## config.mk

```make
export PLATFORM = sky130hd
export DESIGN_NAME = adlin_volt
export DESIGN_NICKNAME = d
export VERILOG_FILES = /design/src/sv/adlin_pkg.sv /design/src/sv/adlin_volt.sv
export SDC_FILE = /design/constraint.sdc
export NUM_CORES = 2
export LEC_CHECK = 0
export BUFFER_PORTS_ARGS = -buffer_cell sky130_fd_sc_hd__buf_2
export CAP_MARGIN = 5
export CORE_UTILIZATION = 45
export DETAILED_ROUTE_END_ITERATION = 7
export RECOVER_POWER = 100
export SYNTH_ARGS = -nofsm -noshare
export SYNTH_HDL_FRONTEND = slang
export SYNTH_SLANG_ARGS = --single-unit
```

## constraint.sdc

```tcl
create_clock -name clk -period 7.6 [get_ports clk]
set_clock_uncertainty 0.05 [all_clocks]
set_input_delay 0.38 -clock clk [delete_from_list [all_inputs] [get_ports clk]]
set_output_delay 0.38 -clock clk [all_outputs]
set_load 0.01 [all_outputs]
```

## src/sv/adlin_pkg.sv

```systemverilog
// ============================================================================
// adlin_pkg
// Shared types, widths and constants of the cubic distance linearizer.
// ============================================================================
package adlin_pkg;

    localparam int FRAC_BITS       = 16;
    localparam int SAMPLE_BITS_DEF = 16;
    localparam int SAMPLE_W        = 16;

    localparam int RES_W   = 3;
    localparam int VREF_W  = 20;
    localparam int RATIO_W = 21;
    localparam int COEF_W  = 24;

    localparam int NUM_REGS   = 7;
    localparam int CFG_IDX_W  = 3;
    localparam int CFG_DATA_W = 24;

    typedef enum logic [CFG_IDX_W-1:0] {
        REG_RESOLUTION = 3'd0,
        REG_VREF       = 3'd1,
        REG_RATIO      = 3'd2,
        REG_COEF_ZERO  = 3'd3,
        REG_COEF_ONE   = 3'd4,
        REG_COEF_TWO   = 3'd5,
        REG_COEF_THREE = 3'd6
    } cfg_reg_t;

    localparam logic [RES_W-1:0]          RESOLUTION_RST = 3'd3;
    localparam logic [VREF_W-1:0]         VREF_RST       = 20'd216268;
    localparam logic [RATIO_W-1:0]        RATIO_RST      = 21'd226397;
    localparam logic signed [COEF_W-1:0]  COEF_ZERO_RST  = -24'sd60214;
    localparam logic signed [COEF_W-1:0]  COEF_ONE_RST   = 24'sd117971;
    localparam logic signed [COEF_W-1:0]  COEF_TWO_RST   = -24'sd16724;
    localparam logic signed [COEF_W-1:0]  COEF_THREE_RST = 24'sd1081;

    localparam int               RES_CODES    = 6;
    localparam logic [RES_W-1:0] RES_MAX_CODE = 3'd5;

    // Datapath widths.
    localparam int V_W         = VREF_W + RATIO_W - FRAC_BITS;
    localparam int V2_W        = 2 * V_W - FRAC_BITS;
    localparam int V3_W        = V2_W + V_W - FRAC_BITS;
    localparam int V3_LO_W     = 21;
    localparam int V3_HI_W     = V3_W - V3_LO_W;
    localparam int V3_SPLIT_SH = V3_LO_W - FRAC_BITS;
    localparam int T1P_W       = COEF_W + V_W + 1;
    localparam int T1_W        = T1P_W - FRAC_BITS;
    localparam int T2P_W       = COEF_W + V2_W + 1;
    localparam int T2_W        = T2P_W - FRAC_BITS;
    localparam int PL_W        = COEF_W + V3_LO_W + 1;
    localparam int PH_W        = COEF_W + V3_HI_W + 1;
    localparam int T3_W        = COEF_W + V3_W + 1 - FRAC_BITS;
    localparam int S_W         = T2_W + 2;
    localparam int ACC_W       = T3_W + 1;

    localparam int                        UM_CONST_W = 11;
    localparam logic signed [UM_CONST_W-1:0] UM_PER_MM_S = 11'sd1000;
    localparam int UM_MUL_W  = ACC_W + UM_CONST_W;
    localparam int UM_RAW_W  = UM_MUL_W - FRAC_BITS;

    localparam int UM_W        = 14;
    localparam int MM_W        = 4;
    localparam int MAX_UM      = 10000;
    localparam int UM_PER_MM   = 1000;
    localparam int MM_RECIP_W  = 14;
    localparam logic [MM_RECIP_W-1:0] MM_RECIP = 14'd8389;
    localparam int MM_SHIFT    = 23;

    typedef struct packed {
        logic [RES_W-1:0]         resolution_code;
        logic [VREF_W-1:0]        vref_q16;
        logic [RATIO_W-1:0]       divider_ratio_q16;
        logic signed [COEF_W-1:0] coef_zero;
        logic signed [COEF_W-1:0] coef_one;
        logic signed [COEF_W-1:0] coef_two;
        logic signed [COEF_W-1:0] coef_three;
    } cfg_t;

    typedef struct packed {
        logic           failed;
        logic [V_W-1:0] volt;
    } volt_t;

    typedef struct packed {
        logic [UM_W-1:0] distance_micro;
        logic [MM_W-1:0] distance_milli;
        logic            read_status;
    } result_t;

    function automatic int res_bits(input int code);
        int bits;
        unique case (code)
            0:       bits = 6;
            1:       bits = 8;
            2:       bits = 10;
            3:       bits = 12;
            4:       bits = 14;
            default: bits = 16;
        endcase
        return bits;
    endfunction

    function automatic int eff_bits(input int code, input int cap);
        int bits;
        bits = res_bits(code);
        return (bits > cap) ? cap : bits;
    endfunction

    function automatic longint unsigned full_top(input int code, input int cap);
        longint unsigned one;
        one = 64'd1;
        return (one << eff_bits(code, cap)) - one;
    endfunction

endpackage

```

## src/sv/adlin_volt.sv

```systemverilog
// ============================================================================
// adlin_volt
// Six-stage pipeline from raw sample to input voltage, scaled up by the divider ratio.
// ============================================================================
module adlin_volt #(
    parameter int SAMPLE_BITS = adlin_pkg::SAMPLE_BITS_DEF
) (
    input  logic                            clk,
    input  logic                            rst_n,
    input  adlin_pkg::cfg_t                 cfg,
    input  logic                            in_valid,
    output logic                            in_ready,
    input  logic [adlin_pkg::SAMPLE_W-1:0]  raw_sample,
    input  logic                            adc_failed,
    output logic                            out_valid,
    input  logic                            out_ready,
    output adlin_pkg::volt_t                out_data
);
    import adlin_pkg::*;

    localparam int N_STG = 6;
    localparam int XW    = SAMPLE_BITS + VREF_W;
    localparam int SH    = XW;
    localparam int RW    = SH - 5;
    localparam int XL_W  = XW / 2;
    localparam int XH_W  = XW - XL_W;
    localparam int MPL_W = XL_W + RW;
    localparam int MPH_W = XH_W + RW;
    localparam int P_W   = XW + RW;
    localparam int VU_W  = VREF_W + RATIO_W;

    localparam longint unsigned ONE_SH = 64'd1 << SH;
    localparam longint unsigned TOP_L [RES_CODES] = '{
        full_top(0, SAMPLE_BITS), full_top(1, SAMPLE_BITS), full_top(2, SAMPLE_BITS),
        full_top(3, SAMPLE_BITS), full_top(4, SAMPLE_BITS), full_top(5, SAMPLE_BITS)
    };
    localparam longint unsigned RECIP_L [RES_CODES] = '{
        ONE_SH / TOP_L[0], ONE_SH / TOP_L[1], ONE_SH / TOP_L[2],
        ONE_SH / TOP_L[3], ONE_SH / TOP_L[4], ONE_SH / TOP_L[5]
    };

    logic [N_STG-1:0] vld_reg;
    logic [N_STG-1:0] fail_reg;
    logic [N_STG-1:0] adv;

    logic [RES_W-1:0]       rsel;
    logic [SAMPLE_BITS-1:0] top;
    logic [RW-1:0]          recip;
    logic [SAMPLE_BITS-1:0] samp_c;

    logic [XW-1:0]     x0_next, x0_reg, x1_reg, x2_reg, x3_reg;
    logic [MPL_W-1:0]  pl1_next, pl1_reg;
    logic [MPH_W-1:0]  ph1_next, ph1_reg;
    logic [P_W-1:0]    p2;
    logic [VREF_W-1:0] q0_2_next, q0_2_reg, q0_3_reg;
    logic [XW-1:0]     qt3_next, qt3_reg;
    logic [XW-1:0]     r4;
    logic [VREF_W-1:0] vdiv4_next, vdiv4_reg;
    logic [VU_W-1:0]   vu5;
    logic [V_W-1:0]    volt5_next, volt5_reg;

    always_comb
    begin
        rsel   = (cfg.resolution_code > RES_MAX_CODE) ? RES_MAX_CODE : cfg.resolution_code;
        top    = SAMPLE_BITS'(TOP_L[rsel]);
        recip  = RW'(RECIP_L[rsel]);
        samp_c = (raw_sample > SAMPLE_W'(top)) ? top : SAMPLE_BITS'(raw_sample);
    end

    always_comb
    begin
        adv[N_STG-1] = !vld_reg[N_STG-1] || out_ready;
        for (int i = N_STG - 2; i >= 0; i--)
        begin
            adv[i] = !vld_reg[i] || adv[i+1];
        end
    end

    always_comb
    begin
        x0_next    = XW'(samp_c) * XW'(cfg.vref_q16);
        pl1_next   = MPL_W'(x0_reg[XL_W-1:0]) * MPL_W'(recip);
        ph1_next   = MPH_W'(x0_reg[XW-1:XL_W]) * MPH_W'(recip);
        p2         = (P_W'(ph1_reg) << XL_W) + P_W'(pl1_reg);
        q0_2_next  = p2[SH +: VREF_W];
        qt3_next   = XW'(q0_2_reg) * XW'(top);
        r4         = x3_reg - qt3_reg;
        vdiv4_next = q0_3_reg + VREF_W'(r4 >= XW'(top));
        vu5        = VU_W'(vdiv4_reg) * VU_W'(cfg.divider_ratio_q16);
        volt5_next = vu5[FRAC_BITS +: V_W];
    end

    always_ff @(posedge clk or negedge rst_n)
    begin
        if (!rst_n)
        begin
            vld_reg <= '0;
        end
        else
        begin
            if (adv[0])
            begin
                vld_reg[0] <= in_valid;
            end
            for (int i = 1; i < N_STG; i++)
            begin
                if (adv[i])
                begin
                    vld_reg[i] <= vld_reg[i-1];
                end
            end
        end
    end

    always_ff @(posedge clk)
    begin
        if (adv[0])
        begin
            x0_reg      <= x0_next;
            fail_reg[0] <= adc_failed;
        end
        if (adv[1])
        begin
            pl1_reg     <= pl1_next;
            ph1_reg     <= ph1_next;
            x1_reg      <= x0_reg;
            fail_reg[1] <= fail_reg[0];
        end
        if (adv[2])
        begin
            q0_2_reg    <= q0_2_next;
            x2_reg      <= x1_reg;
            fail_reg[2] <= fail_reg[1];
        end
        if (adv[3])
        begin
            q0_3_reg    <= q0_2_reg;
            qt3_reg     <= qt3_next;
            x3_reg      <= x2_reg;
            fail_reg[3] <= fail_reg[2];
        end
        if (adv[4])
        begin
            vdiv4_reg   <= vdiv4_next;
            fail_reg[4] <= fail_reg[3];
        end
        if (adv[5])
        begin
            volt5_reg   <= volt5_next;
            fail_reg[5] <= fail_reg[4];
        end
    end

    assign in_ready        = adv[0];
    assign out_valid       = vld_reg[N_STG-1];
    assign out_data.failed = fail_reg[N_STG-1];
    assign out_data.volt   = volt5_reg;

endmodule

```

## Word level (Yosys, flattened, before mapping)

Memory sizes are Yosys's and may differ from the RTL's.
Index checks and enable logic that the tools add are counted.
Widths: inputs -> output; s select.

- Output and inout bits: 28
- Memory bits (read-only): 1024
- Logic and storage cells: 56
- Register bits: 364
- Memories: 2

- $lt $le $gt $ge: 4
- Add/subtract/negate cells: 3
- Muxes and demuxes: 6
- Bitwise gates (word level): 1
- $mul: 5
- Reduce and logical (&&, ||, !) cells: 12

Memories:

| memory | depth | width | rd ports | clocked after Yosys merged registers in | write ports | RTL line | text |
|---|---|---|---|---|---|---|---|
| (name not given) | 8 | 64 | 1 | 0 | 0 | adlin_volt.sv:66 | `recip = RW'(RECIP_L[rsel]);` |
| (name not given) | 8 | 64 | 1 | 0 | 0 | adlin_volt.sv:65 | `top = SAMPLE_BITS'(TOP_L[rsel]);` |

Operator list:

| cell | number |
|---|---|
| $mux 31 | 2 |
| $add 56x49->56 | 1 |
| $mul 18x31->49 | 1 |
| $mux 16 | 3 |
| $mul 20x21->41 | 1 |
| $mul 18x31->38 | 1 |
| $ge 36x16->1 | 1 |
| $mul 16x20->36 | 1 |
| $mul 20x16->36 | 1 |
| $sub 36x36->36 | 1 |
| $add 20x1->20 | 1 |
| $gt 16x16->1 | 1 |
| $logic_not 1->1 | 6 |
| $logic_or 1x1->1 | 6 |
| $ge 4x4->1 const B | 1 |
| $not 3->4 | 1 |
| $gt 3x3->1 const B | 1 |
| $mux 3 | 1 |

## Longest topological paths before layout

- Depth in word-level cells: 9
- Depth in mapped cells: 45
- Depth with buffers taken out: 40

## Worst setup path before layout

No wires, ideal clock.

- Kind: input to register
- Start point: input port cfg[139] (netlist name)
- End point: register x0_reg[35], data pin
- Buffers on the path: 6
- Required time: 7290 ps
- Cell stages on the path: 40
- Library setup time: 260 ps
- Data arrival time: 9381 ps
- Path slack: -2090 ps
- Path through: clkbuf_1 -> a21oi_1 -> clkbuf_1 -> ha_1 -> nor2b_1 -> clkbuf_1 -> buf_1 -> ha_1 -> a21oi_1 -> nor2_1 -> nor2_1 -> a21oi_1 -> a211oi_1 -> nor2_1 -> clkbuf_1 -> or2_2 -> clkbuf_1 -> and2_1 -> (+4 left out) -> inv_1 -> fa_1 -> fa_1 -> inv_1 -> fa_1 -> inv_1 -> ha_1 -> a211o_1 -> a211oi_1 -> a21boi_0 -> o21ai_0 -> o21ba_2 -> o41a_1 -> a211oi_1 -> nor3_1 -> a211o_1 -> a21oi_1 -> xnor2_1

- Longest elaborated chain between the ends: 9

RTL lines:

| element | RTL line | text |
|---|---|---|
| start, declared | adlin_volt.sv:10 | `input adlin_pkg::cfg_t cfg,` |
| $gt 3x3->1 | adlin_volt.sv:64 | `rsel = (cfg.resolution_code > RES_MAX_CODE) ? RES_MAX_CODE : cfg.resolution_code;` |
| $mux 3 * | adlin_volt.sv:64 |  |
| $not 3->4 (implied by the code) * | adlin_volt.sv:65 |  |
| $mem_v2 8x64 * | -- |  |
| $mux 16 (implied by the code) * (2 in series) | adlin_volt.sv:65 |  |
| $gt 16x16->1 | adlin_volt.sv:67 | `samp_c = (raw_sample > SAMPLE_W'(top)) ? top : SAMPLE_BITS'(raw_sample);` |
| $mux 16 * | adlin_volt.sv:67 |  |
| $mul 16x20->36 * | adlin_volt.sv:81 | `x0_next = XW'(samp_c) * XW'(cfg.vref_q16);` |
| net x0_next[35] | adlin_volt.sv:51 | `logic [XW-1:0] x0_next, x0_reg, x1_reg, x2_reg, x3_reg;` |
| end signal, assigned | adlin_volt.sv:119 | `x0_reg <= x0_next;` |
| end, declared | adlin_volt.sv:51 |  |

The timed path passes the listed nets; every way through them passes the cells marked *. The select of a mux whose other input is x is not followed.
A chain may end at the register's enable or synchronous reset.

## Final worst setup path

- Start point: input port cfg[138] (netlist name)
- End point: register x0_reg[35], data pin

Same word-level chain as after synthesis.

==> results.json <==
{
  "cp_data_arrival_time_ns": 8.33,
  "grtUsageMet1": 0.3127,
  "antennaDiodeCount": 0,
  "cp_common_cell": "fa_1",
  "async_reset_ff_frac": 0.01739,
  "hold_viol_final": 0,
  "end_kind": "flip-flop",
  "critPathRequiredTime_ns": 7.95,
  "crit_cells": 37,
  "violations": "capacitance limit, slew limit, setup timing",
  "status": "finished with violations",
  "synth-edff-count": 339,
  "grt_pass1_vias": 46310,
  "io_pins": 189,
  "rr_startpoint": "vdiv4_reg[11]$_DFFE_PP_",
  "timing.final.crit_share": 1.050,
  "rsz0062_at_grt": "true",
  "grt_antenna_before_repair": 12,
  "drt-pass1-iter-count": 5,
  "fmax_mhz": 125.3,
  "viasPerCell": 5.114,
  "finalMaxSlewViolations": 269,
  "setup_ws_ns": -0.3798,
  "critPathKind": "in2reg",
  "hold_path.class": "in2async",
  "drtIter0Drc": 2507,
  "cp-start-kind": "input pin",
  "synthCells": 6251,
  "initial_core_util": 0.4548,
  "vias": 43190,
  "path_buf_inv": 10,
  "drv_cap": 6,
  "port_buffers": 92,
  "max_slew_margin": -0.9521,
  "critPathLaunch": "cfg[138]",
  "die_x_um": 375.2,
  "fill_cells": 12700,
  "min_period_ns": 7.980,
  "slowest_delay_ns": 0.55,
  "drive_gt1_frac": 0.09908,
  "htreeDepth": 2,
  "dpl_cell_area_mm2": 0.06782,
  "grt_pass1_wl_um": 254100,
  "core_mm2": 0.1378,
  "setup_tns_ns": -1.678,
  "clock_latency_ns": 0.65,
  "yosys_most_used_dff": "edfxtp_1",
  "wl_um": 157800,
  "finalSetupViolCount": 9,
  "cts.sinks": 345,
  "fin_area_mm2": 0.07008,
  "area_delta_synth_final_pct": 11.80,
  "grt_util_all_layers": 0.2317,
  "die_h_um": 375.2,
  "cts_tree": "built",
  "cts_inserted_buffers": 47,
  "cts.clk_slew.worst_paths_ns": 0.07,
  "cp_top_family": "adder cells",
  "syn-num-nets": 8400,
  "synth.avg_cell_area_um2": 10.03,
  "worstMarginPinSlew_ns": 2.928,
  "cp_slowest_cell": "fa_1",
  "ys_types": 81,
  "grt_max_degree": 63,
  "num_rows": 136,
  "hpwl_um": 133300,
  "drc": 0,
  "yosysWarnings": 0,
  "yosysSeqAreaShare": 0.1648,
  "netlist_area_mm2": 0.06269,
  "cts-root-buf": "clkbuf_16",
  "fin_nets": 8762,
  "dieArea_mm2": 0.1408,
  "cp_max_fo": 8,
  "largest_reg_flops": 38,
  "r2r.worst_path.cells": 22,
  "wl_per_cell_um": 18.69,
  "ant_nets": 0,
  "cts_buffer_depth": 3,
  "ys_ff_latch": 345,
  "grtUsageMet3": 0.03257,
  "place_congestion": 0.9398,
  "grtUsageMet2": 0.3904,
  "top_usage_layer": "met2",
  "overflow": 0
}
-- routing by layer --
layer	up-vias	wire length, µm
li1	20140	-
met3	197	8089
met4	6	4219
met1	21920	68890
met2	923	76570
met5	-	41
-- placed cells by master, fill, tap and decap left out, types with 8 or more instances in the layout --
cell       synthesis  routed
inv_1           1462    1450
fa_1            1101    1089
ha_1             887     872
nand2_1          550     545
and2_1           501     484
buf_4              1     345
edfxtp_1         339     339
nor2_1           212     204
xnor2_1          156     156
a21oi_1          137     125
a21o_1            87      87
and3_1            72      72
clkbuf_1         173      62
buf_2              0      60
o21ai_0           69      58
xor2_1            51      51
nor2b_1           54      50
clkbuf_16          0      48
o21a_1            42      42
nand3_1           42      40
nor3_1            36      33
nand4_1           29      29
nand2b_1          29      29
o211ai_1          17      17
a211oi_1          24      17
a21oi_2            3      14
o21bai_1          14      14
buf_12             0      14
or3_1             12      12
fa_2               0      12
ha_4               0      12
inv_2              0      10
and2_4             0      10
a21boi_0          11       9
inv_6              0       9
bufinv_16          0       9
nor4_1            10       8
buf_6              1       8
-- cell families after synthesis --
| kind of cell | share of synthesized area |
|---|---|
| compound gates | 0.05128 |
| xor+xnor | 0.02892 |
| fa+ha+maj | 0.5287 |
| buf+inv | 0.09850 |
| flops | 0.1648 |
| mux | 0.001218 |
| simple gates | 0.1266 |
-- repair_timing --
item / CTS / global route
buffers inserted: 17 / 15
gates cloned: 1 / 2
setup endpoints to repair: 12 / 19
endpoints found under the hold margin: 8 / 0
hold buffers: 3 / 0
pin swaps: 32 / 24
gates resized for setup: 63 / 53
-- final timing paths --
check	slack (ns)	to
worst max register to register	0.11	volt5_reg[24]$_DFFE_PP_
min in group clk	0.18	vld_reg[5]$_DFFE_PN0P_
worst max-delay path	-0.38	x0_reg[35]$_DFFE_PP_
max in group asynchronous	7.11	vld_reg[3]$_DFFE_PN0P_
worst min register to register	0.34	x3_reg[24]$_DFFE_PP_
worst min-delay path	0.14	vld_reg[2]$_DFFE_PN0P_
-- Yosys cell counts, types with 4 or more instances --
cell / instances / area, µm²
a211oi_1: 24 / 180.2
o211ai_1: 17 / 127.6
nand3_1: 42 / 210.2
a31oi_1: 8 / 50.05
dfrtp_1: 6 / 150.1
or2_2: 10 / 62.56
nand2b_1: 29 / 181.4
mux2_2: 5 / 56.30
xor2_1: 51 / 446.7
nor3b_1: 6 / 45.04
ha_1: 887 / 11100
nor2b_1: 54 / 337.8
a21boi_0: 11 / 82.58
and3_1: 72 / 450.4
o21bai_1: 14 / 105.1
nor2_1: 212 / 795.8
a21oi_1: 137 / 685.7
o2111ai_1: 6 / 52.55
and3_2: 4 / 30.03
o31ai_1: 5 / 37.54
a21o_1: 87 / 653.1
inv_1: 1462 / 5488
edfxtp_1: 339 / 10180
clkbuf_1: 173 / 649.4
nor4_1: 10 / 62.56
and4_1: 6 / 52.55
nor3_1: 36 / 180.2
nand4_1: 29 / 181.4
a31o_2: 5 / 43.79
a221oi_1: 4 / 35.03
and2_1: 501 / 3134
xnor2_1: 156 / 1366
nand2_1: 550 / 2064
or3_1: 12 / 75.07
fa_1: 1101 / 22040
o21a_1: 42 / 315.3
o21ai_0: 69 / 345.3
buf_1: 4 / 15.01
-- metrics by stage --
stage	setup slack (ns)	hold WS, ns	instances	utilization
after floorplan	-1.057	0.03441	6251	-
after global placement	-1.288	0.1637	8323	0.4920
after detailed placement	-1.347	0.1645	8323	0.4920
after CTS	-0.3462	0.07346	8430	0.5073
after global routing	-0.7277	0.1726	8445	0.5085
final	-0.3798	0.1435	8445	0.5085
-- area by class of cell --
cell class,instances,area (µm²),area share
inverter,1463,5502,0.07850
multi-input combinational,4265,46750,0.6671
clock inverter,34,479.2,0.006838
clock buffer,53,1199,0.01710
tap,1794,2245,0.03203
sequential,345,10330,0.1474
timing repair buffer,491,3576,0.05102
-- worst register-to-register path, stage by stage (launching register included) --
cell and delay, ns:
edfxtp_1 0.54, buf_4 0.28, nand2_1 0.10, fa_1 0.58, fa_1 0.45, fa_1 0.58
fa_1 0.44, fa_1 0.50, inv_1 0.05, fa_1 0.49, fa_1 0.43, ha_1 0.33
a21o_1 0.17, a21o_1 0.17, a221o_1 0.30, a21o_1 0.21, nand4_1 0.27, a31oi_2 0.16
o31a_1 0.34, o2111a_1 0.29, o41ai_2 0.24, a31oi_1 0.13, buf_4 0.16
Power is left out: the tool's default activity adds up to more than one toggle a clock period on the data nets, which glitch-free logic cannot reach.
