==> src/sv/adlin_pkg.sv <==
// ============================================================================
// adlin_pkg
// Shared types, widths and constants of the cubic distance linearizer.
// ============================================================================
package adlin_pkg;

    localparam int FRAC_BITS       = 16;
    localparam int SAMPLE_BITS_DEF = 16;
    localparam int SAMPLE_W        = 16;

    localparam int RES_W   = 3;
    localparam int VREF_W  = 20;
    localparam int RATIO_W = 21;
    localparam int COEF_W  = 24;

    localparam int NUM_REGS   = 7;
    localparam int CFG_IDX_W  = 3;
    localparam int CFG_DATA_W = 24;

    typedef enum logic [CFG_IDX_W-1:0] {
        REG_RESOLUTION = 3'd0,
        REG_VREF       = 3'd1,
        REG_RATIO      = 3'd2,
        REG_COEF_ZERO  = 3'd3,
        REG_COEF_ONE   = 3'd4,
        REG_COEF_TWO   = 3'd5,
        REG_COEF_THREE = 3'd6
    } cfg_reg_t;

    localparam logic [RES_W-1:0]          RESOLUTION_RST = 3'd3;
    localparam logic [VREF_W-1:0]         VREF_RST       = 20'd216268;
    localparam logic [RATIO_W-1:0]        RATIO_RST      = 21'd226397;
    localparam logic signed [COEF_W-1:0]  COEF_ZERO_RST  = -24'sd60214;
    localparam logic signed [COEF_W-1:0]  COEF_ONE_RST   = 24'sd117971;
    localparam logic signed [COEF_W-1:0]  COEF_TWO_RST   = -24'sd16724;
    localparam logic signed [COEF_W-1:0]  COEF_THREE_RST = 24'sd1081;

    localparam int               RES_CODES    = 6;
    localparam logic [RES_W-1:0] RES_MAX_CODE = 3'd5;

    // Datapath widths.
    localparam int V_W         = VREF_W + RATIO_W - FRAC_BITS;
    localparam int V2_W        = 2 * V_W - FRAC_BITS;
    localparam int V3_W        = V2_W + V_W - FRAC_BITS;
    localparam int V3_LO_W     = 21;
    localparam int V3_HI_W     = V3_W - V3_LO_W;
    localparam int V3_SPLIT_SH = V3_LO_W - FRAC_BITS;
    localparam int T1P_W       = COEF_W + V_W + 1;
    localparam int T1_W        = T1P_W - FRAC_BITS;
    localparam int T2P_W       = COEF_W + V2_W + 1;
    localparam int T2_W        = T2P_W - FRAC_BITS;
    localparam int PL_W        = COEF_W + V3_LO_W + 1;
    localparam int PH_W        = COEF_W + V3_HI_W + 1;
    localparam int T3_W        = COEF_W + V3_W + 1 - FRAC_BITS;
    localparam int S_W         = T2_W + 2;
    localparam int ACC_W       = T3_W + 1;

    localparam int                        UM_CONST_W = 11;
    localparam logic signed [UM_CONST_W-1:0] UM_PER_MM_S = 11'sd1000;
    localparam int UM_MUL_W  = ACC_W + UM_CONST_W;
    localparam int UM_RAW_W  = UM_MUL_W - FRAC_BITS;

    localparam int UM_W        = 14;
    localparam int MM_W        = 4;
    localparam int MAX_UM      = 10000;
    localparam int UM_PER_MM   = 1000;
    localparam int MM_RECIP_W  = 14;
    localparam logic [MM_RECIP_W-1:0] MM_RECIP = 14'd8389;
    localparam int MM_SHIFT    = 23;

    typedef struct packed {
        logic [RES_W-1:0]         resolution_code;
        logic [VREF_W-1:0]        vref_q16;
        logic [RATIO_W-1:0]       divider_ratio_q16;
        logic signed [COEF_W-1:0] coef_zero;
        logic signed [COEF_W-1:0] coef_one;
        logic signed [COEF_W-1:0] coef_two;
        logic signed [COEF_W-1:0] coef_three;
    } cfg_t;

    typedef struct packed {
        logic           failed;
        logic [V_W-1:0] volt;
    } volt_t;

    typedef struct packed {
        logic [UM_W-1:0] distance_micro;
        logic [MM_W-1:0] distance_milli;
        logic            read_status;
    } result_t;

    function automatic int res_bits(input int code);
        int bits;
        unique case (code)
            0:       bits = 6;
            1:       bits = 8;
            2:       bits = 10;
            3:       bits = 12;
            4:       bits = 14;
            default: bits = 16;
        endcase
        return bits;
    endfunction

    function automatic int eff_bits(input int code, input int cap);
        int bits;
        bits = res_bits(code);
        return (bits > cap) ? cap : bits;
    endfunction

    function automatic longint unsigned full_top(input int code, input int cap);
        longint unsigned one;
        one = 64'd1;
        return (one << eff_bits(code, cap)) - one;
    endfunction

endpackage

==> src/sv/adlin_cfg.sv <==
// ============================================================================
// adlin_cfg
// Configuration register file, written through a plain write port.
// ============================================================================
module adlin_cfg (
    input  logic                                clk,
    input  logic                                rst_n,
    input  logic                                cfg_we,
    input  logic [adlin_pkg::CFG_IDX_W-1:0]     cfg_index,
    input  logic [adlin_pkg::CFG_DATA_W-1:0]    cfg_data,
    output adlin_pkg::cfg_t                     cfg
);
    import adlin_pkg::*;

    cfg_t cfg_reg;
    cfg_t cfg_next;

    always_comb
    begin
        cfg_next = cfg_reg;
        if (cfg_we)
        begin
            unique case (cfg_reg_t'(cfg_index))
                REG_RESOLUTION: cfg_next.resolution_code   = cfg_data[RES_W-1:0];
                REG_VREF:       cfg_next.vref_q16          = cfg_data[VREF_W-1:0];
                REG_RATIO:      cfg_next.divider_ratio_q16 = cfg_data[RATIO_W-1:0];
                REG_COEF_ZERO:  cfg_next.coef_zero         = $signed(cfg_data[COEF_W-1:0]);
                REG_COEF_ONE:   cfg_next.coef_one          = $signed(cfg_data[COEF_W-1:0]);
                REG_COEF_TWO:   cfg_next.coef_two          = $signed(cfg_data[COEF_W-1:0]);
                REG_COEF_THREE: cfg_next.coef_three        = $signed(cfg_data[COEF_W-1:0]);
                default:        cfg_next = cfg_reg;
            endcase
        end
    end

    always_ff @(posedge clk or negedge rst_n)
    begin
        if (!rst_n)
        begin
            cfg_reg.resolution_code   <= RESOLUTION_RST;
            cfg_reg.vref_q16          <= VREF_RST;
            cfg_reg.divider_ratio_q16 <= RATIO_RST;
            cfg_reg.coef_zero         <= COEF_ZERO_RST;
            cfg_reg.coef_one          <= COEF_ONE_RST;
            cfg_reg.coef_two          <= COEF_TWO_RST;
            cfg_reg.coef_three        <= COEF_THREE_RST;
        end
        else
        begin
            cfg_reg <= cfg_next;
        end
    end

    assign cfg = cfg_reg;

endmodule

==> config.mk <==
export PLATFORM = sky130hd
export DESIGN_NAME = adlin_cfg
export DESIGN_NICKNAME = d
export VERILOG_FILES = /design/src/sv/adlin_pkg.sv /design/src/sv/adlin_cfg.sv
export SDC_FILE = /design/constraint.sdc
export NUM_CORES = 1
export LEC_CHECK = 0
export BUFFER_PORTS_ARGS = -buffer_cell sky130_fd_sc_hd__buf_2
export CAP_MARGIN = 0
export CORE_MARGIN = 8
export CORE_UTILIZATION = 40
export CTS_BUF_LIST = sky130_fd_sc_hd__clkbuf_16
export DETAILED_ROUTE_END_ITERATION = 12
export PLACE_DENSITY = 0.65
export SYNTH_ARGS = -nofsm -noshare
export SYNTH_HDL_FRONTEND = slang
export SYNTH_SLANG_ARGS = --single-unit
==> constraint.sdc <==
create_clock -name clk -period 0.85 [get_ports clk]
set_input_delay 0.085 -clock clk [delete_from_list [all_inputs] [get_ports clk]]
set_output_delay 0.085 -clock clk [all_outputs]
set_load 0.01 [all_outputs]
# Word-level counts from Yosys, hierarchy flattened
# Cells that the tools add are included.
# totals
register_bits	140
input_bits	30
out_inout_bits	140
wordCells	21
# classes
n_eq_ne	6
n_reduce_logical	8
# op_table
operator	count
AND reduction 2 bit	7
equality test 3 bit (second input constant)	3
equality test 3 x 2 -> 1 bit (second input constant)	2
equality test 3 x 1 -> 1 bit (second input constant)	1
logical NOT 3 bit	1

# Logic depth before layout (Yosys ltp)
# Gate-level depths: netlist (run 1).
# depth
word_depth	2
mapped_depth	5

# Worst setup path before layout (run 1)
# OpenSTA, ideal clock, no wires.
# synth_path
kind	in2reg
from	input cfg_we
to	register cfg_reg (netlist bit cfg[139])
setup_time_ns	0.125
arrival_ns	1.024
path_slack_ns	-0.299
path_stages	3
path_cell_list	buf_4 -> nor4b_1 -> mux2_2
# synth_between
elab_chain_len	1
# synth_lines
element	line	text
start, declared	adlin_cfg.sv:8	input logic cfg_we,
AND reduction 2 bit (no source line)	--	
end signal, assigned	adlin_cfg.sv:50	cfg_reg <= cfg_next;
end, declared	adlin_cfg.sv:15	cfg_t cfg_reg;
# Every way passes these cells.
# A chain may end at the register's enable or synchronous reset.

# Final worst setup path (run 1)
# layout_path
from	register cfg_reg (netlist bit cfg[133])
to	output cfg[133] (netlist bit)
# layout_rtl
element	line	text
end, declared	adlin_cfg.sv:11	output adlin_pkg::cfg_t cfg
# No word-level cell between the ends.

==> flow_summary.toml, run 1 <==
[sta]
setup_viol = 176
worstMarginPinSlew_ns = 0.2213
skew_ns = 0
relSlewSlack_pct = 85.25
fin_crit_ns = 1.159
rsz0062_at_grt = "yes"
fmax_mhz = 863.1
final_hold_viol_count = 0
final_max_slew_viol_count = 0
whs_ns = 0.01669
period_share_pct = 136.3
setup_slack_ns = -0.3087

[clocking]
cts_tree = "built"
numCtsBuffers = 17
cts_sinks = 140
cts_root_buf = "clkbuf_16"
cts_max_path_buffers = 2
clk_pin_slew_worst_paths_ns = 0.06
clk_latency_ns = 0.41
h-tree-depth = 4

[die]
die_w_um = 131.6
rows = 42
die_h_um = 131.6
core_sq_um = 13140
dieArea_sq_um = 17330
io_pins = 170
start_util_pct = 40.71

[pwr]
leakage_nw = 4.090
p_seq_share_pct = 40.9
peakVddDrop_mv = 1.500
p_per_area_nw_per_um2 = 2713
p_sw_share_pct = 26.44
p_sw_w = 0.006322
p_clk_share_pct = 29.1
pwr-share-comb_pct = 30.0
internal-power_w = 0.01759

[cells_and_area]
nets = 602
fin_cells = 761
area_growth_pct = 64.77
seqCellArea_sq_um = 3590
largest_register_ff_count = 140
multiInputGateArea_sq_um = 1866
post-route-util_pct = 67.09
mostFrequentLayoutCell = "buf_6"
drive_gt1_share_pct = 83.42
nFillCells = 862
antenna_cells = 0
mostFrequentLayoutCells = "buf_6, mux2_2, dfrtp_1"

[setup_path]
path_class = "reg -> out"
cp_max_fo = 2
worst_setup_path_end_kind = "output pin"
cp-start-kind = "register"
required_ns = 0.76
max_stage_delay_ns = 0.55
slowest_stage = "dfstp_2"
cp_num_buf_inv = 1
cp_cell_sequence = "buf_6"
cpLargestDelayFamily = "flip-flops"
arrival_ns = 1.07

[yosys]
synth_area_sq_um = 5349
yosys_warnings = 0
syn_inst = 301
syn_avg_cell_area_sq_um = 17.77
mappedNetlistNets = 331
ys_ff_latch = 140
seq_area_frac_synth_pct = 67.11
ys_types = 11

[grt]
antenna_found_initial = 0
grt_pass1_vias = 4057
grt_overflow_total = 0
grt_usage_pct = 17.45
grt_pass1_wl_um = 23610
grt_max_degree = 40

[detailed_routing]
ant_nets = 0
drt_iter0_drc = 103
drt-total-wl_um = 15230
drt_first_pass_iters = 4
routedWlPerCell_um = 20.01
routed_via_density = 4.788
vias = 3644
drc_errors = 0

[placement]
dp.cells = 655
portBuffers = 169
place_hpwl_um = 9694
gp_congestion = 0.7354

[min_path]
hold_class = "in -> reg"

[outcome]
outcome = "complete, but fails checks"
violations = "setup timing"

[run]
drv_cap = 0
[timing repair]
action                                  4_1_cts  5_1_grt
endpoints found under the hold margin       213        0
resized for setup                           101       52
endpoints found under the setup margin      140      170
hold buffers                                 23        0
buffers inserted                             36       22
[synthesized netlist by cell type]
master,number,area (sq um)
nor4b_1,1,8.760
and4bb_2,2,25.02
nand4b_2,3,45.04
buf_6,3,33.78
dfstp_2,69,1813
and4bb_1,1,12.51
dfrtp_1,71,1777
mux2_1,1,11.26
buf_4,1,7.510
buf_2,10,50.05
mux2_2,139,1565
[worst paths after layout]
kind / from / to / slack (ns) / cells past startpoint
max in group asynchronous: rst_n / cfg[123] / 0.21 / 3
setup reg to reg: cfg[123] / cfg[123] / -0.09 / 3
hold / removal: cfg_data[0] / cfg[117] / 0.02 / 2
min in group asynchronous: rst_n / cfg[24] / 0.10 / 2
hold reg to reg: cfg[13] / cfg[13] / 0.50 / 1
setup / recovery: cfg[133] / cfg[133] / -0.31 / 1
[logic make-up (layout without fill, tap and decap cells)]
logic type / after synthesis / in the layout / share of synthesized area (%)
and+or+nand+nor: 7 / 7 / 1.707
muxes: 140 / 140 / 29.47
DFF: 140 / 140 / 67.11
buffers and inverters: 14 / 298 / 1.708
[final cells by class]
class	instances	share of cell area, %
well taps	176	2.499
repair buffers	266	29.26
clock buffers	17	4.827
clock inverters	15	1.519
flip-flops and latches	140	40.73
multi-input cells	147	21.17
[per-stage QoR]
| stage | setup TNS, ns | total power, W | cell area, sq um | setup slack, ns |
|---|---|---|---|---|
| 6_report | -33.29 | 0.02391 | 8813 | -0.3087 |
| 5_1_grt | -38.84 | 0.02494 | 8813 | -0.3465 |
| 4_1_cts | -35.01 | 0.02325 | 8472 | -0.3304 |
| 3_5_place_dp | -45.59 | 0.01432 | 6857 | -0.4107 |
| 3_3_place_gp | -41.43 | 0.01420 | 6857 | -0.3797 |
| 2_1_floorplan | -15.48 | 0.01194 | 5613 | -0.2175 |
[power groups by stage]
stage	clock network [W]	registers (W)	logic (W)
floorplan	0	0.0102	0.00173
global placement	0	0.00949	0.00471
detailed placement	0	0.00952	0.00480
CTS	0.00710	0.00964	0.00652
global route	0.00737	0.00996	0.00760
finish	0.00695	0.00979	0.00717
[routing by layer]
layer / global-route usage, % / vias to the layer above / part of all wire (%)
li1: - / 1620 / -
met1: 19.40 / 1899 / 39
met2: 29.87 / 103 / 53
met3: 5.907 / 22 / 5.3
met4: 7.658 / 0 / 2.2
met5: 0 / - / 0
Power figures use the tool's default switching activity.
==> inputs of run 2 (changes only) <==
--- a/config.mk
+++ b/config.mk
@@ -5,13 +5,12 @@
 export SDC_FILE = /design/constraint.sdc
 export NUM_CORES = 1
 export LEC_CHECK = 0
-export BUFFER_PORTS_ARGS = -buffer_cell sky130_fd_sc_hd__buf_2
 export CAP_MARGIN = 0
 export CORE_MARGIN = 8
 export CORE_UTILIZATION = 40
 export CTS_BUF_LIST = sky130_fd_sc_hd__clkbuf_16
 export DETAILED_ROUTE_END_ITERATION = 12
-export PLACE_DENSITY = 0.65
+export DONT_BUFFER_PORTS = 1
 export SYNTH_ARGS = -nofsm -noshare
 export SYNTH_HDL_FRONTEND = slang
 export SYNTH_SLANG_ARGS = --single-unit
==> constraint.sdc (replaced) <==
create_clock -name clk -period 1 [get_ports clk]
set_input_delay 0.1 -clock clk [delete_from_list [all_inputs] [get_ports clk]]
set_output_delay 0.1 -clock clk [all_outputs]
set_load 0.01 [all_outputs]
==> flow_summary.toml, run 2 (same netlist as run 1, synthesis figures left out) <==
[pwr]
leakage_nw = 2.805
internal-power_w = 0.01245
p_sw_w = 0.004369
peakVddDrop_mv = 1.016
pwr-share-comb_pct = 10.1
p_per_area_nw_per_um2 = 2538
p_sw_share_pct = 25.97
p_clk_share_pct = 36.0
p_seq_share_pct = 54.0

[die]
die_w_um = 131.6
io_pins = 170
core_sq_um = 13140
rows = 42
die_h_um = 131.6
dieArea_sq_um = 17330
start_util_pct = 40.71

[cells_and_area]
nets = 372
mostFrequentLayoutCells = "mux2_2, dfrtp_1, dfstp_2"
antenna_cells = 0
mostFrequentLayoutCell = "mux2_2"
area_growth_pct = 23.91
largest_register_ff_count = 140
nFillCells = 1085
drive_gt1_share_pct = 70.99

[placement]
place_hpwl_um = 8692
dp_slack_ns = -0.1230
portBuffers = 0
gp_congestion = 0.6683

[sta]
setup_viol = 69
skew_ns = 0
rsz0062_at_grt = "yes"
final_max_slew_viol_count = 0
final_hold_viol_count = 140
setup_slack_ns = -0.09625
period_share_pct = 109.6
relSlewSlack_pct = 82.26
fin_crit_ns = 1.096
worstMarginPinSlew_ns = 0.2652
whs_ns = -0.6181
fmax_mhz = 912.2

[detailed_routing]
vias = 2738
routed_via_density = 5.156
routedWlPerCell_um = 24.32
drt_first_pass_iters = 4
drc_errors = 0
ant_nets = 0
drt_iter0_drc = 151
drt-total-wl_um = 12910

[setup_path]
path_class = "reg -> out"
arrival_ns = 1.00
required_ns = 0.90
cp_max_fo = 2
cp-start-kind = "register"
worst_setup_path_end_kind = "output pin"

[grt]
grt_max_degree = 141
grt_pass1_vias = 3125
grt_usage_pct = 15.34
antenna_found_initial = 0
grt_overflow_total = 0
grt_pass1_wl_um = 20250

[run]
drv_cap = 0

[clocking]
cts_sinks = 140
cts_root_buf = "clkbuf_16"
numCtsBuffers = 17
hold_buffers = 24
clk_latency_ns = 0.41
h-tree-depth = 4
cts_tree = "built"
cts_max_path_buffers = 2
clk_pin_slew_worst_paths_ns = 0.06

[min_path]
hold_class = "in -> async"

[outcome]
violations = "hold timing, setup timing"
outcome = "complete, but fails checks"
## run 2: what timing repair did
action | in CTS | in global routing
gates resized for setup | 0 | 0
hold endpoints to repair | 280 | 140
setup endpoints to repair | 69 | 69
buffers inserted | 0 | 0
## run 2: worst paths after layout
| path | start | slack, ns | end | depth (start not counted) |
|---|---|---|---|---|
| max | cfg[113] | -0.1 | cfg[113] | 0 |
| min | rst_n | -0.62 | cfg[129] | 0 |
| max reg2reg | cfg[115] | 0.15 | cfg[115] | 1 |
| min reg2reg | cfg[17] | 0.58 | cfg[17] | 1 |
| max in group asynchronous | rst_n | 1.37 | cfg[92] | 0 |
| min in group clk | cfg_index[0] | 0.08 | cfg[137] | 3 |
## run 2: power groups by stage
stage               clock, W  sequential [W]  combinational (W)
detailed placement         0         0.00921            0.00157
global placement           0         0.00920            0.00148
floorplan                  0         0.00868            0.00141
finish               0.00605         0.00908            0.00170
global route         0.00648         0.00926            0.00184
CTS                  0.00622         0.00915            0.00172
## run 2: routing by layer
layer	track usage, %	wire length [um]
met1	17.39	5183
met2	23.23	6012
met3	9.070	1535
met4	6.126	180
met5	0	0
## run 2: metrics by stage
stage / power (W) / area (sq um) / setup TNS [ns] / utilization (%) / std cells
finish: 0.01682 / 6628 / -5.062 / 50.45 / 531
global route: 0.01759 / 6628 / -7.699 / 50.45 / 531
CTS: 0.01710 / 6628 / -6.970 / 50.45 / 531
detailed placement: 0.01079 / 5822 / -3.731 / 44.31 / 475
global placement: 0.01068 / 5822 / -3.317 / 44.31 / 475
floorplan: 0.01009 / 5549 / -2.229 / - / 301
## run 2: cell type report
cell class              count  area (sq um)  area share (%)
repair buffers             36         442.9           6.683
flip-flops and latches    140          3590           54.16
well taps                 176         220.2           3.323
clock buffers              17         425.4           6.419
multi-input cells         147          1809           27.30
clock inverters            15         140.1           2.114
==> inputs of run 3 (changes only) <==
--- a/config.mk
+++ b/config.mk
@@ -6,11 +6,12 @@
 export NUM_CORES = 1
 export LEC_CHECK = 0
 export CAP_MARGIN = 0
-export CORE_MARGIN = 8
 export CORE_UTILIZATION = 40
 export CTS_BUF_LIST = sky130_fd_sc_hd__clkbuf_16
 export DETAILED_ROUTE_END_ITERATION = 12
 export DONT_BUFFER_PORTS = 1
+export HOLD_SLACK_MARGIN = 0.12
+export SLEW_MARGIN = 30
 export SYNTH_ARGS = -nofsm -noshare
 export SYNTH_HDL_FRONTEND = slang
 export SYNTH_SLANG_ARGS = --single-unit
==> flow_summary.toml, run 3 (same netlist as run 1, synthesis figures left out) <==
[outcome]
outcome = "complete, but fails checks"
violations = "hold timing, setup timing"

[cells_and_area]
mostFrequentLayoutCells = "mux2_2, dfrtp_1, dfstp_2"
area_growth_pct = 25.82
mostFrequentLayoutCell = "mux2_2"
final_area_sq_um = 6730
post-route-util_pct = 52.48
largest_register_ff_count = 140
drive_gt1_share_pct = 72.27
nets = 374

[sta]
rsz0062_at_grt = "yes"
relSlewSlack_pct = 81.77
fmax_mhz = 914.7
fin_crit_ns = 1.093
tns_ns = -5.324
setup_slack_ns = -0.09323
period_share_pct = 109.3
skew_ns = 0
setup_viol = 70
final_max_slew_viol_count = 0
worstMarginPinSlew_ns = 0.2726
final_hold_viol_count = 140
whs_ns = -0.6247

[die]
die_w_um = 117.6
io_pins = 170
core_sq_um = 12820
rows = 41
start_util_pct = 41.71
die_h_um = 117.6
dieArea_sq_um = 13840

[setup_path]
r2r-end = "cfg[51]"
arrival_ns = 0.99
regToRegSetupSlack_ns = 0.16
rr_worst_depth = 1
cp-start-kind = "register"
required_ns = 0.90
worst_setup_path_end_kind = "output pin"
cp_max_fo = 2
r2r-start = "cfg[51]"
worstSetupPathDepth = 0
path_class = "reg -> out"

[placement]
placed_area_sq_um = 5807
gp_congestion = 0.6921
dp_slack_ns = -0.1291
place_hpwl_um = 7583
portBuffers = 0

[pwr]
p_sw_share_pct = 24.43
p_seq_share_pct = 50.2
p_clk_share_pct = 40.2
pwr-share-comb_pct = 9.6
leakage_nw = 2.840
internal-power_w = 0.01352
p_sw_w = 0.004370
p_per_area_nw_per_um2 = 2658
peakVddDrop_mv = 1.410

[grt]
grt_pass1_wl_um = 18760
grt_pass1_vias = 3039
grt_usage_pct = 18.07
antenna_found_initial = 1
grt_overflow_total = 0
grt_max_degree = 141

[min_path]
hold_class = "in -> async"

[detailed_routing]
drc_errors = 0
vias = 2731
drt_iter0_drc = 89
drt-total-wl_um = 11840
routedWlPerCell_um = 22.35
routed_via_density = 5.153
ant_nets = 0
drt_first_pass_iters = 3

[clocking]
post-cts-setup-buffer-count = 0
cts_sinks = 140
cts_tree = "built"
h-tree-depth = 4
numCtsBuffers = 17
hold_buffers = 24
clk_latency_ns = 0.41
cts_root_buf = "clkbuf_16"
cts_max_path_buffers = 2
clk_pin_slew_worst_paths_ns = 0.06

[run]
drv_cap = 0
[run 3: cell types whose count changed in the layout (fill, tap and decap cells not counted), moves of 2 or more]
cell / change
buf_12: -2
buf_4: +3
clkinv_2: -2
bufinv_16: +4
inv_1: -3
[run 3: how the worst max path moves through the flow]
| stage | start | to | slack [ns] |
|---|---|---|---|
| detailed placement | cfg_index[2] | cfg[116] | -0.13 |
| floorplan | cfg_we | cfg[51] | -0.08 |
| global placement | cfg_index[2] | cfg[116] | -0.13 |
| finish | cfg[49] | cfg[49] | -0.09 |
| global route | cfg[96] | cfg[96] | -0.12 |
| CTS | cfg[100] | cfg[100] | -0.12 |
[run 3: power groups by stage]
stage               sequential, W  combinational [W]  clock, W
floorplan                 0.00868            0.00141         0
global placement          0.00907            0.00150         0
detailed placement        0.00909            0.00158         0
CTS                       0.00902            0.00174   0.00732
global route              0.00914            0.00186   0.00759
finish                    0.00898            0.00171   0.00719
[run 3: layout make-up]
type / count / area, sq um
antenna: 1 / 2.502
clock buffer: 17 / 425.4
clock inverter: 15 / 251.5
fill: 1032 / 6095
multi-input combinational: 147 / 1809
sequential: 140 / 3590
tap: 172 / 215.2
timing repair buffer: 38 / 436.7
[run 3: stage by stage]
step           std cells  total power (W)
6_report             530          0.01789
3_5_place_dp         473          0.01067
2_1_floorplan        301          0.01009
5_1_grt              530          0.01859
3_3_place_gp         473          0.01056
4_1_cts              529          0.01808
[run 3: routing by layer]
metal / wire, um / vias up / track usage (%)
li1: - / 1163 / -
met2: 5660 / 110 / 27.35
met4: 146 / 0 / 7.612
met1: 4915 / 1444 / 22.07
met5: 0 / - / 0
met3: 1122 / 14 / 8.479
[run 3: repair_timing]
action | 4_1_cts | 5_1_grt
pin swaps | 0 | 0
hold endpoints to repair | 280 | 143
endpoints found under the setup margin | 70 | 70
gates resized for setup | 1 | 0
